File: src/sv/cte_pkg.sv
// ----------------------------------------------------------------------------
// CAN FD transmit element encoder - package
// Shared constants, types and small formatting functions.
// ----------------------------------------------------------------------------
`default_nettype none

package cte_pkg;

  // Message RAM and slot geometry.
  localparam int RAM_WORDS  = 4096;
  localparam int ADDR_W     = $clog2(RAM_WORDS);
  localparam int SLOT_COUNT = 32;
  localparam int SLOT_W     = 5;
  localparam int ID_W       = 29;
  localparam int LEN_W      = 7;
  localparam int CNT_W      = 5;

  // Configuration register indexes.
  localparam logic CFG_SLOT_CODE = 1'b0;
  localparam logic CFG_TX_BASE   = 1'b1;

  // Item kinds.
  typedef enum logic {
    REQ_HEADER = 1'b0,
    REQ_DATA   = 1'b1
  } req_type_t;

  // Frame kinds.
  typedef enum logic [1:0] {
    KIND_CLASSIC = 2'd0,
    KIND_REMOTE  = 2'd1,
    KIND_FD      = 2'd2,
    KIND_FD_BRS  = 2'd3
  } frame_kind_t;

  // One word headed for message RAM.
  typedef struct packed {
    logic [ADDR_W-1:0] addr;
    logic [31:0]       data;
    logic              last;
    logic [SLOT_W-1:0] slot;
  } out_word_t;

  // Formatted header: both element words plus the element bookkeeping.
  typedef struct packed {
    logic [ADDR_W-1:0] base;
    logic [31:0]       w0;
    logic [31:0]       w1;
    logic [CNT_W-1:0]  expect_words;
    logic              last;
  } hdr_t;

  // Data bytes per slot for each size code.
  function automatic logic [LEN_W-1:0] slot_bytes(input logic [2:0] code);
    logic [LEN_W-1:0] b;
    case (code)
      3'd0:    b = 7'd8;
      3'd1:    b = 7'd12;
      3'd2:    b = 7'd16;
      3'd3:    b = 7'd20;
      3'd4:    b = 7'd24;
      3'd5:    b = 7'd32;
      3'd6:    b = 7'd48;
      default: b = 7'd64;
    endcase
    return b;
  endfunction

  // FD data length code from a byte count.
  function automatic logic [3:0] dlc_of(input logic [LEN_W-1:0] len);
    logic [3:0] d;
    if (len > 7'd48)      d = 4'd15;
    else if (len > 7'd32) d = 4'd14;
    else if (len > 7'd24) d = 4'd13;
    else if (len > 7'd20) d = 4'd12;
    else if (len > 7'd16) d = 4'd11;
    else if (len > 7'd12) d = 4'd10;
    else if (len > 7'd8)  d = 4'd9;
    else                  d = len[3:0];
    return d;
  endfunction

endpackage

`default_nettype wire

File: src/sv/canfd_tx_element_encoder.sv
// ----------------------------------------------------------------------------
// CAN FD transmit element encoder - top level
// Turns header and payload words into message RAM writes of a transmit
// buffer element and flags the final write with a transmission request.
// ----------------------------------------------------------------------------
// A word is taken into an input register and then formatted and written into
// a four-word output queue that feeds the message RAM writes. The single RAM
// write port sets the pace: a payload word makes one RAM write and a header
// makes two, since it writes the identifier word and the length-code word on
// consecutive beats. Input words keep flowing while the RAM side stalls until
// the queue has fewer than two free entries.
// ----------------------------------------------------------------------------
`default_nettype none

module canfd_tx_element_encoder (
  input  wire logic                         clk,
  input  wire logic                         rst_n,
  // Configuration write port.
  input  wire logic                         cfg_write_en,
  input  wire logic                         cfg_index,
  input  wire logic [11:0]                  cfg_data,
  // Input channel.
  input  wire logic                         in_valid,
  output logic                              in_stall,
  input  wire logic                         in_req_type,
  input  wire logic [4:0]                   in_buffer_index,
  input  wire logic                         in_extended_id,
  input  wire logic [28:0]                  in_identifier,
  input  wire logic [6:0]                   in_byte_length,
  input  wire logic [1:0]                   in_frame_kind,
  input  wire logic [31:0]                  in_payload_word,
  // Result channel.
  output logic                              out_valid,
  input  wire logic                         out_stall,
  output logic [11:0]                       out_ram_address,
  output logic [31:0]                       out_ram_data,
  output logic                              out_last_write,
  output logic                              out_send_request,
  output logic [4:0]                        out_request_slot
);

  // Configuration registers.
  logic [2:0]                     slot_code_r;
  logic [cte_pkg::ADDR_W-1:0]     tx_base_r;

  // Input register.
  logic                           s1_valid_r, s1_valid_nxt;
  logic                           s1_req_r;
  logic [cte_pkg::SLOT_W-1:0]     s1_slot_r;
  logic                           s1_ext_r;
  logic [cte_pkg::ID_W-1:0]       s1_id_r;
  logic [cte_pkg::LEN_W-1:0]      s1_len_r;
  logic [1:0]                     s1_kind_r;
  logic [31:0]                    s1_payload_r;

  // Element tracking state.
  logic                           active_r, active_nxt;
  logic [cte_pkg::ADDR_W-1:0]     elem_base_r, elem_base_nxt;
  logic [cte_pkg::CNT_W-1:0]      expect_r, expect_nxt;
  logic [cte_pkg::CNT_W-1:0]      written_r, written_nxt;
  logic [cte_pkg::SLOT_W-1:0]     slot_r, slot_nxt;

  logic                           in_accept;
  logic                           s1_adv;
  logic                           room2;
  logic                           not_empty;
  logic                           slot_ok;
  logic [cte_pkg::CNT_W-1:0]      written_inc;
  logic                           data_last;
  logic [1:0]                     push_cnt;
  cte_pkg::hdr_t                  hdr;
  cte_pkg::out_word_t             push0;
  cte_pkg::out_word_t             push1;
  cte_pkg::out_word_t             head;

  // Configuration writes.
  always_ff @(posedge clk) begin
    if (!rst_n) begin
      slot_code_r <= 3'd0;
      tx_base_r   <= '0;
    end else if (cfg_write_en) begin
      case (cfg_index)
        cte_pkg::CFG_SLOT_CODE: slot_code_r <= cfg_data[2:0];
        cte_pkg::CFG_TX_BASE:   tx_base_r   <= cfg_data[cte_pkg::ADDR_W-1:0];
        default: ;
      endcase
    end
  end

  // Input handshake: the input register moves on when the queue has room.
  assign s1_adv    = s1_valid_r && room2;
  assign in_stall  = s1_valid_r && !room2;
  assign in_accept = in_valid && !in_stall;

  always_comb begin
    s1_valid_nxt = s1_valid_r;
    if (in_accept) begin
      s1_valid_nxt = 1'b1;
    end else if (s1_adv) begin
      s1_valid_nxt = 1'b0;
    end
  end

  always_ff @(posedge clk) begin
    if (!rst_n) begin
      s1_valid_r <= 1'b0;
    end else begin
      s1_valid_r <= s1_valid_nxt;
    end
  end

  always_ff @(posedge clk) begin
    if (in_accept) begin
      s1_req_r     <= in_req_type;
      s1_slot_r    <= in_buffer_index;
      s1_ext_r     <= in_extended_id;
      s1_id_r      <= in_identifier;
      s1_len_r     <= in_byte_length;
      s1_kind_r    <= in_frame_kind;
      s1_payload_r <= in_payload_word;
    end
  end

  // Header formatting.
  cte_hdr_fmt u_hdr_fmt (
    .slot_code (slot_code_r),
    .tx_base   (tx_base_r),
    .slot      (s1_slot_r),
    .ext       (s1_ext_r),
    .id        (s1_id_r),
    .len       (s1_len_r),
    .kind      (s1_kind_r),
    .hdr       (hdr)
  );

  assign slot_ok     = ({1'b0, s1_slot_r} < 6'(cte_pkg::SLOT_COUNT));
  assign written_inc = written_r + 5'd1;
  assign data_last   = (written_inc >= expect_r);

  // Words to queue and element state update for the registered word.
  always_comb begin
    push_cnt      = 2'd0;
    push0         = '0;
    push1         = '0;
    active_nxt    = active_r;
    elem_base_nxt = elem_base_r;
    expect_nxt    = expect_r;
    written_nxt   = written_r;
    slot_nxt      = slot_r;
    if (s1_adv) begin
      case (cte_pkg::req_type_t'(s1_req_r))
        cte_pkg::REQ_HEADER: begin
          if (slot_ok) begin
            push_cnt      = 2'd2;
            push0.addr    = hdr.base;
            push0.data    = hdr.w0;
            push1.addr    = hdr.base + cte_pkg::ADDR_W'(1);
            push1.data    = hdr.w1;
            push1.last    = hdr.last;
            push1.slot    = hdr.last ? s1_slot_r : '0;
            active_nxt    = !hdr.last;
            elem_base_nxt = hdr.base;
            expect_nxt    = hdr.expect_words;
            written_nxt   = 5'd0;
            slot_nxt      = s1_slot_r;
          end
        end
        cte_pkg::REQ_DATA: begin
          if (active_r) begin
            push_cnt    = 2'd1;
            push0.addr  = elem_base_r + cte_pkg::ADDR_W'(2) + cte_pkg::ADDR_W'(written_r);
            push0.data  = s1_payload_r;
            push0.last  = data_last;
            push0.slot  = data_last ? slot_r : '0;
            written_nxt = written_inc;
            if (data_last) begin
              active_nxt = 1'b0;
            end
          end
        end
        default: ;
      endcase
    end
  end

  always_ff @(posedge clk) begin
    if (!rst_n) begin
      active_r    <= 1'b0;
      elem_base_r <= '0;
      expect_r    <= '0;
      written_r   <= '0;
      slot_r      <= '0;
    end else begin
      active_r    <= active_nxt;
      elem_base_r <= elem_base_nxt;
      expect_r    <= expect_nxt;
      written_r   <= written_nxt;
      slot_r      <= slot_nxt;
    end
  end

  // Output queue toward message RAM.
  cte_out_fifo u_out_fifo (
    .clk       (clk),
    .rst_n     (rst_n),
    .push_cnt  (push_cnt),
    .push0     (push0),
    .push1     (push1),
    .pop       (!out_stall),
    .not_empty (not_empty),
    .room2     (room2),
    .head      (head)
  );

  assign out_valid        = not_empty;
  assign out_ram_address  = head.addr;
  assign out_ram_data     = head.data;
  assign out_last_write   = head.last;
  assign out_send_request = head.last;
  assign out_request_slot = head.slot;

endmodule

`default_nettype wire

File: src/sv/cte_hdr_fmt.sv
// ----------------------------------------------------------------------------
// CAN FD transmit element encoder - header formatter
// Builds the identifier word, the length-code word, the element address and
// the expected payload word count from one header word.
// ----------------------------------------------------------------------------
`default_nettype none

module cte_hdr_fmt (
  input  wire logic [2:0]                    slot_code,
  input  wire logic [cte_pkg::ADDR_W-1:0]    tx_base,
  input  wire logic [cte_pkg::SLOT_W-1:0]    slot,
  input  wire logic                          ext,
  input  wire logic [cte_pkg::ID_W-1:0]      id,
  input  wire logic [cte_pkg::LEN_W-1:0]     len,
  input  wire logic [1:0]                    kind,
  output cte_pkg::hdr_t                      hdr
);

  logic [cte_pkg::LEN_W-1:0] sbytes;
  logic [4:0]                elem_words;
  logic [9:0]                slot_offset;
  logic [cte_pkg::LEN_W-1:0] sent;
  logic [cte_pkg::LEN_W-1:0] sent_up;
  logic [31:0]               w0;
  logic [31:0]               w1;
  logic [cte_pkg::CNT_W-1:0] expect_words;

  // Element geometry: two header words plus the slot's data words.
  always_comb begin
    sbytes      = cte_pkg::slot_bytes(slot_code);
    elem_words  = 5'd2 + 5'(sbytes >> 2);
    slot_offset = 10'(slot) * 10'(elem_words);
    sent        = (sbytes < len) ? sbytes : len;
    sent_up     = sent + 7'd3;
  end

  // Identifier word, length-code word and payload count per frame kind.
  always_comb begin
    if (ext) begin
      w0 = {2'b01, 1'b0, id};
    end else begin
      w0 = {3'b000, id[10:0], 18'd0};
    end
    w1 = {10'd0, 1'b0, 1'b0, cte_pkg::dlc_of(len), 16'd0};
    case (cte_pkg::frame_kind_t'(kind))
      cte_pkg::KIND_CLASSIC: begin
        expect_words = 5'd2;
      end
      cte_pkg::KIND_REMOTE: begin
        w0[29]       = 1'b1;
        expect_words = 5'd0;
      end
      cte_pkg::KIND_FD: begin
        w1[21]       = 1'b1;
        expect_words = 5'(sent_up >> 2);
      end
      cte_pkg::KIND_FD_BRS: begin
        w1[21]       = 1'b1;
        w1[20]       = 1'b1;
        expect_words = 5'(sent_up >> 2);
      end
      default: begin
        expect_words = 5'd0;
      end
    endcase
  end

  // Pack the result; the address wraps at the message RAM size.
  always_comb begin
    hdr.base         = tx_base + cte_pkg::ADDR_W'(slot_offset);
    hdr.w0           = w0;
    hdr.w1           = w1;
    hdr.expect_words = expect_words;
    hdr.last         = (expect_words == 5'd0);
  end

endmodule

`default_nettype wire

File: src/sv/cte_out_fifo.sv
// ----------------------------------------------------------------------------
// CAN FD transmit element encoder - output queue
// Four-word queue that takes up to two words a cycle and hands out one while pop is held.
// ----------------------------------------------------------------------------
`default_nettype none

module cte_out_fifo (
  input  wire logic               clk,
  input  wire logic               rst_n,
  input  wire logic [1:0]         push_cnt,
  input  wire cte_pkg::out_word_t push0,
  input  wire cte_pkg::out_word_t push1,
  input  wire logic               pop,
  output logic                    not_empty,
  output logic                    room2,
  output cte_pkg::out_word_t      head
);

  cte_pkg::out_word_t mem_r [4];
  logic [1:0] rd_ptr_r, rd_ptr_nxt;
  logic [1:0] wr_ptr_r, wr_ptr_nxt;
  logic [2:0] count_r, count_nxt;
  logic       do_pop;

  assign not_empty = (count_r != 3'd0);
  assign room2     = (count_r <= 3'd2);
  assign head      = mem_r[rd_ptr_r];
  assign do_pop    = pop && not_empty;

  // Pointer and fill count update.
  always_comb begin
    rd_ptr_nxt = rd_ptr_r + 2'(do_pop);
    wr_ptr_nxt = wr_ptr_r + push_cnt;
    count_nxt  = count_r + 3'(push_cnt) - 3'(do_pop);
  end

  always_ff @(posedge clk) begin
    if (!rst_n) begin
      rd_ptr_r <= 2'd0;
      wr_ptr_r <= 2'd0;
      count_r  <= 3'd0;
    end else begin
      rd_ptr_r <= rd_ptr_nxt;
      wr_ptr_r <= wr_ptr_nxt;
      count_r  <= count_nxt;
    end
  end

  // Word storage; the caller pushes only when two entries are free.
  always_ff @(posedge clk) begin
    if (push_cnt != 2'd0) begin
      mem_r[wr_ptr_r] <= push0;
    end
    if (push_cnt == 2'd2) begin
      mem_r[wr_ptr_r + 2'd1] <= push1;
    end
  end

endmodule

`default_nettype wire

File: config.mk
export PLATFORM = sky130hd
export DESIGN_NAME = canfd_tx_element_encoder
export DESIGN_NICKNAME = d
export VERILOG_FILES = /design/src/sv/cte_pkg.sv /design/src/sv/canfd_tx_element_encoder.sv /design/src/sv/cte_hdr_fmt.sv /design/src/sv/cte_out_fifo.sv
export SDC_FILE = /design/constraint.sdc
export NUM_CORES = 1
export LEC_CHECK = 0
export ABC_AREA = 1
export BUFFER_PORTS_ARGS = -buffer_cell sky130_fd_sc_hd__buf_2
export CAP_MARGIN = 20
export CORE_MARGIN = 10
export CORE_UTILIZATION = 53
export CTS_CLUSTER_DIAMETER = 50
export DETAILED_ROUTE_END_ITERATION = 10
export PLACE_DENSITY_LB_ADDON = 0.1
export SLEW_MARGIN = 10
export SYNTH_ARGS = -nofsm -noshare
export SYNTH_HDL_FRONTEND = slang
export SYNTH_HIERARCHICAL = 1
export SYNTH_SLANG_ARGS = --single-unit
File: constraint.sdc
create_clock -name clk -period 8.1 [get_ports clk]
set_clock_uncertainty 0.2 [all_clocks]
set_input_delay 1.62 -clock clk [delete_from_list [all_inputs] [get_ports clk]]
set_output_delay 1.62 -clock clk [all_outputs]
set_load 0.05 [all_outputs]
; ---- Yosys cells after proc, flatten, opt, wreduce, memory -nomap -nowiden
; Memory sizes are Yosys's and may differ from the RTL's. A register that Yosys moved wholly into a read port is not among the register bits.
; Cells that the tools add are included.
[classes]
n_addsub = 12
bitwise_logic = 2
n_lt_le_gt_ge = 10
muxes = 37
n_reduce_logical = 19
multipliers = 1
n_eq_ne = 11
[ops]
columns = op, count
row1 = 2-to-1 mux 50 bit, 4
row2 = one-hot mux 44 bit (2 select lines), 1
row3 = one-hot mux 7 bit (7 select lines), 1
row4 = 2-to-1 mux 31 bit, 1
row5 = 2-to-1 mux 4 bit, 7
row6 = greater-than comparator 7 x 5 -> 1 bit (second input constant), 3
row7 = 2-to-1 mux 5 bit, 3
row8 = one-hot mux 5 bit (3 select lines), 1
row9 = greater-than comparator 7 x 4 -> 1 bit (second input constant), 2
row10 = greater-than comparator 7 x 6 -> 1 bit (second input constant), 2
row11 = adder 12 x 1 -> 12 bit (second input constant), 1
row12 = adder 12 x 10 -> 12 bit, 1
row13 = adder 12 x 2 -> 12 bit (second input constant), 1
row14 = adder 12 x 5 -> 12 bit, 1
row15 = 2-to-1 mux 1 bit, 12
row16 = multiplier 5 x 5 -> 10 bit, 1
row17 = one-hot mux 5 bit (2 select lines), 1
row18 = equality test 3 bit (second input constant), 3
row19 = AND reduction 2 bit, 4
row20 = adder 7 x 2 -> 7 bit (second input constant), 1
row21 = less-than comparator 7 bit, 1
row22 = 2-to-1 mux 7 bit, 1
row23 = equality test 2 bit (second input constant), 3
row24 = equality test 3 x 2 -> 1 bit (second input constant), 2
row25 = other kinds (25), 34
[word_totals]
regBits = 128
elab_cells = 111
ram_bits = 200
mem_count = 1
[mem_list]
columns = name, depth, width, rd, rd_clocked_by_memory_dff, write_ports, line_no
row1 = u_out_fifo.mem_r, 4, 50, 1, 1, 2, cte_out_fifo.sv:19  ; cte_pkg::out_word_t mem_r [4];

; ---- Depth between registers and ports, before layout
[logic_depth]
ltp_word = 10
mapped_depth = 25
mapped_depth_nobuf = 25

; ---- By module
; Netlist, hierarchy kept.
[modules_own_cells]
columns = mod, cells_per_inst, area_per_inst_um2, seq_area_each_um2, instances
row1 = cte_out_fifo, 1042, 10541.4, 6145.9, 1
row2 = canfd_tx_element_encoder, 588, 5511.5, 3193.1, 1
row3 = cte_hdr_fmt, 341, 2137.0, 0.0, 1

; ---- Least setup slack after synthesis
; Ideal clock, no wire load.
[synth_timing]
path_type = register to register
start = register u_out_fifo.count_r[2]
end = memory u_out_fifo/mem_r[3][0] (netlist bit), enable pin
stages_incl_launch_ff = 9
path_buffers = 1
arrival_time_ns = 4.980
slack_ns = 2.388
cell_sequence = dfxtp_1 > a21oi_1 > nand2_4 > clkinv_2 > nand3_2 > inv_2 > buf_2 > nor2_1 > o31ai_1
[synth_lines]
columns = element, line_no
row1 = from (decl), cte_out_fifo.sv:22  ; logic [2:0] count_r, count_nxt;
row2 = from (signal assigned), cte_out_fifo.sv:45  ; count_r <= count_nxt;
row3 = to (decl), cte_out_fifo.sv:19

==> results.yml <==
timing:
  slew_viol_final: 0
  period_minus_slack_ns: 5.84
  tightest_slew_ns: 1.00
  rsz0062_at_grt: "no"
  hold_violations: 0
  finalSetupViolations: 0
  fin_crit_sh_pct: 72.1
  fin_tns_setup_ns: 0
  max_slew_margin_pct: 33.3
  whs_ns: 0.262
  fmax_ghz: 0.171
worst_setup_path:
  ff2ff_setup_slack_ns: 2.26
  r2r_end: "u_out_fifo/mem_r[3][49]$_DFFE_PP_"
  critPathSlowestCell: "a21oi_1"
  critical_path_class: "reg2reg"
  critPathMaxFanout: 8
  slowest_delay_ns: 0.52
  crit_chain: "a21oi_1, ha_1, xor2_1, inv_1, nor2_1, fa_1, fa_1, inv_1, fa_1, inv_1, ha_1, a21oi_1, nand2_1, a21oi_1, xor2_1, nand2_1, nor3_1, nand3_1, nand2_1, a21oi_1, inv_1, o21ai_1"
  worstSetupEndpointType: "register"
  cp-start-kind: "register"
  worstPathArrival_ns: 5.90
  worstPathRequired_ns: 8.16
  rr_worst_depth: 22
  r2r_start: "slot_code_r[0]$_SDFFE_PN0P_"
layout:
  area_growth_pct: 10.8
  final_area_sq_um: 20200
  utilization_pct: 59.8
  fillers: 2971
  drive_gt1_share_pct: 17.4
  final_nets: 2224
  n_antenna_cell: 0
routing:
  vias: 13700
  viasPerCell: 5.41
  drt_first_pass_iters: 6
  wire_per_inst_um: 18.3
  wl_um: 46400
  drtAntennaViolNets: 0
  initialDrtViolationCount: 954
  drcViolationCount: 0
yosys:
  synth_mux_area_share_pct: 0.736
  synth_warnings: 6
  synth_xor_xnor_area_share_pct: 0.819
  synth_top_family_by_area: "compound AO/OA/AOI/OAI gates"
  synth_seq_cells: 328
  syn_inst: 1971
  yosys.area_share.adder_pct: 5.26
  synth_edf_count: 277
  netlist_area_sq_um: 18200
  synth_compound_area_share_pct: 16.5
  yosysTopAreaCell: "edfxtp_1"
  synth_area_leaders: "edfxtp_1 (46%), nand2_1 (8.8%), dfxtp_1 (5.6%)"
  synth_top_area_share_pct: 45.7
  synth-seq-area-share_pct: 51.3
  syn_avg_cell_area_sq_um: 9.23
  synthDistinctLibCells: 45
  synth_ff_type: "edfxtp_1"
  async_flop_share_pct: 0
  synth-simple-area-share_pct: 16.0
power_and_ir_drop:
  power_leakage_uw: 0.00790
  power-per-cell-area_nw_per_um2: 261
  p_total_uw: 5260
  vdd_ir_drop_max_mv: 0.221
floorplan:
  start_util_pct: 54.0
  die_w_um: 205
  row_count: 67
  coreArea_sq_um: 33700
  fp.dieArea_sq_um: 42100
  die_y_um: 205
  design.portCount: 148
grt:
  grt_antenna_before_repair: 0
  grt_pass1_wl_um: 72400
  grt_max_degree: 89
  overflow: 0
  grt_use_total_pct: 21.8
  grt_pass1_vias: 13100
clocking:
  clockBufferDepth: 3
  clk_pin_slew_ns: 0.06
  cts_buffers: 39
  h-tree-depth: 2
  cts_root_buffer: "clkbuf_16"
  clock_latency_ns: 0.54
  post_cts_buffers: 0
  cts_tree: "yes"
  cts_sinks: 328
  post_cts_resized: 0
  holdBufCountCts: 0
place:
  hpwl_um: 29900
  numPortBuffers: 147
  place_area_sq_um: 18800
  place.gp.congestion: 0.852
hold_path:
  worstHoldEndpoint: "slot_r[0]$_SDFFE_PN0P_"
  hp-start: "slot_r[0]$_SDFFE_PN0P_"
  whs_path_depth: 2
  hold_path.class: "reg2reg"
run_status:
  status: "complete, no violations"
run:
  maxCapViolCount: 0
layout by cell type (no fill, tap or decap), types with 13 or more instances in the layout:
master	Yosys	layout
nand2_1	425	419
edfxtp_1	277	277
nor2_1	237	236
inv_1	186	184
o21ai_0	172	172
buf_2	17	147
o21ai_2	95	95
o21ai_1	77	77
a21oi_1	50	50
dfxtp_1	51	50
o22ai_1	50	50
ha_1	46	46
nand3_1	44	44
clkbuf_16	0	39
a22o_1	32	32
conb_1	1	27
fa_1	19	19
buf_4	31	13
critical path, delay by kind of cell (launching register included):
family,cells,cell delay [ns]
xor+xnor,2,0.64
flops,1,0.36
compound gates,5,1.05
simple gates,6,0.87
buf+inv,4,0.34
fa+ha+maj,5,2.13
Yosys cell counts, types with 2 or more instances:
cell / number
nand3_1: 44
nand3_2: 3
ha_1: 46
nor2_1: 237
dfxtp_1: 51
a22o_1: 32
a21o_1: 2
or2_2: 2
buf_2: 17
clkbuf_1: 44
mux2_2: 11
buf_4: 31
edfxtp_1: 277
xor2_1: 11
nor2_4: 2
o211ai_1: 2
nor3_1: 4
nand2_4: 2
inv_2: 6
nor2_2: 4
o21ai_0: 172
o21ai_1: 77
nand2_1: 425
o22ai_1: 50
o21ai_2: 95
fa_1: 19
nor3_2: 2
a21oi_1: 50
inv_1: 186
nand4_1: 7
buf_6: 41
xnor2_1: 6
registers in the layout (all words and copies together) (netlist names), 3 cells and up:
register,flops
written_r,5
elem_base_r,12
u_out_fifo/mem_r,200
slot_code_r,3
s1_len_r,7
expect_r,5
slot_r,5
s1_payload_r,32
tx_base_r,12
s1_slot_r,5
u_out_fifo/count_r,3
s1_id_r,29
power breakdown:
part | switching (uW) | internal [uW]
registers | 62.1 | 1960
logic | 1100 | 347
clock network | 724 | 1070
routing by layer:
metal / routed length, um / share of wire, % / vias up / track usage, %
met2: 21400 / 46 / 430 / 35.2
met5: 0 / 0 / - / 0
li1: - / - / 6817 / -
met3: 3220 / 6.9 / 41 / 3.76
met1: 21200 / 46 / 6455 / 30.2
met4: 571 / 1.2 / 0 / 4.57
per-stage QoR:
stage | instances | setup slack, ns
6_report | 2542 | 2.26
5_1_grt | 2542 | 1.75
4_1_cts | 2541 | 2.29
3_5_place_dp | 2470 | 2.34
3_3_place_gp | 2470 | 2.53
2_1_floorplan | 1997 | 2.39
cell families after synthesis:
kind of cell	count (synthesis)
AND/OR/NAND/NOR	733
AO/OA/AOI/OAI	486
buffers and inverters	329
flip-flops	328
adder cells (fa/ha/maj)	65
XOR/XNOR	17
multiplexers	12
other	1
final cells by class:
type	count	area (sq um)	share of cell area, %
clock buffers	43	995	4.94
multi-input cells	1340	7330	36.4
inverters	194	729	3.62
flip-flops and latches	328	9340	46.3
well taps	448	561	2.78
repair buffers	161	853	4.23
clock inverters	28	347	1.72
worst max path at each step:
stage                                                start                                 to  slack [ns]  cells after the start
after global routing           slot_code_r[0]$_SDFFE_PN0P_  u_out_fifo/mem_r[0][49]$_DFFE_PP_        1.75                     21
after detailed placement       slot_code_r[0]$_SDFFE_PN0P_  u_out_fifo/mem_r[3][49]$_DFFE_PP_        2.34                     22
final                          slot_code_r[0]$_SDFFE_PN0P_  u_out_fifo/mem_r[3][49]$_DFFE_PP_        2.26                     22
after CTS                      slot_code_r[0]$_SDFFE_PN0P_  u_out_fifo/mem_r[3][49]$_DFFE_PP_        2.29                     22
after floorplan           u_out_fifo/count_r[2]$_SDFF_PN0_   u_out_fifo/mem_r[3][0]$_DFFE_PP_        2.39                      8
after global placement         slot_code_r[0]$_SDFFE_PN0P_  u_out_fifo/mem_r[0][49]$_DFFE_PP_        2.53                     22
Note: power is estimated with default switching activity, not from simulation.
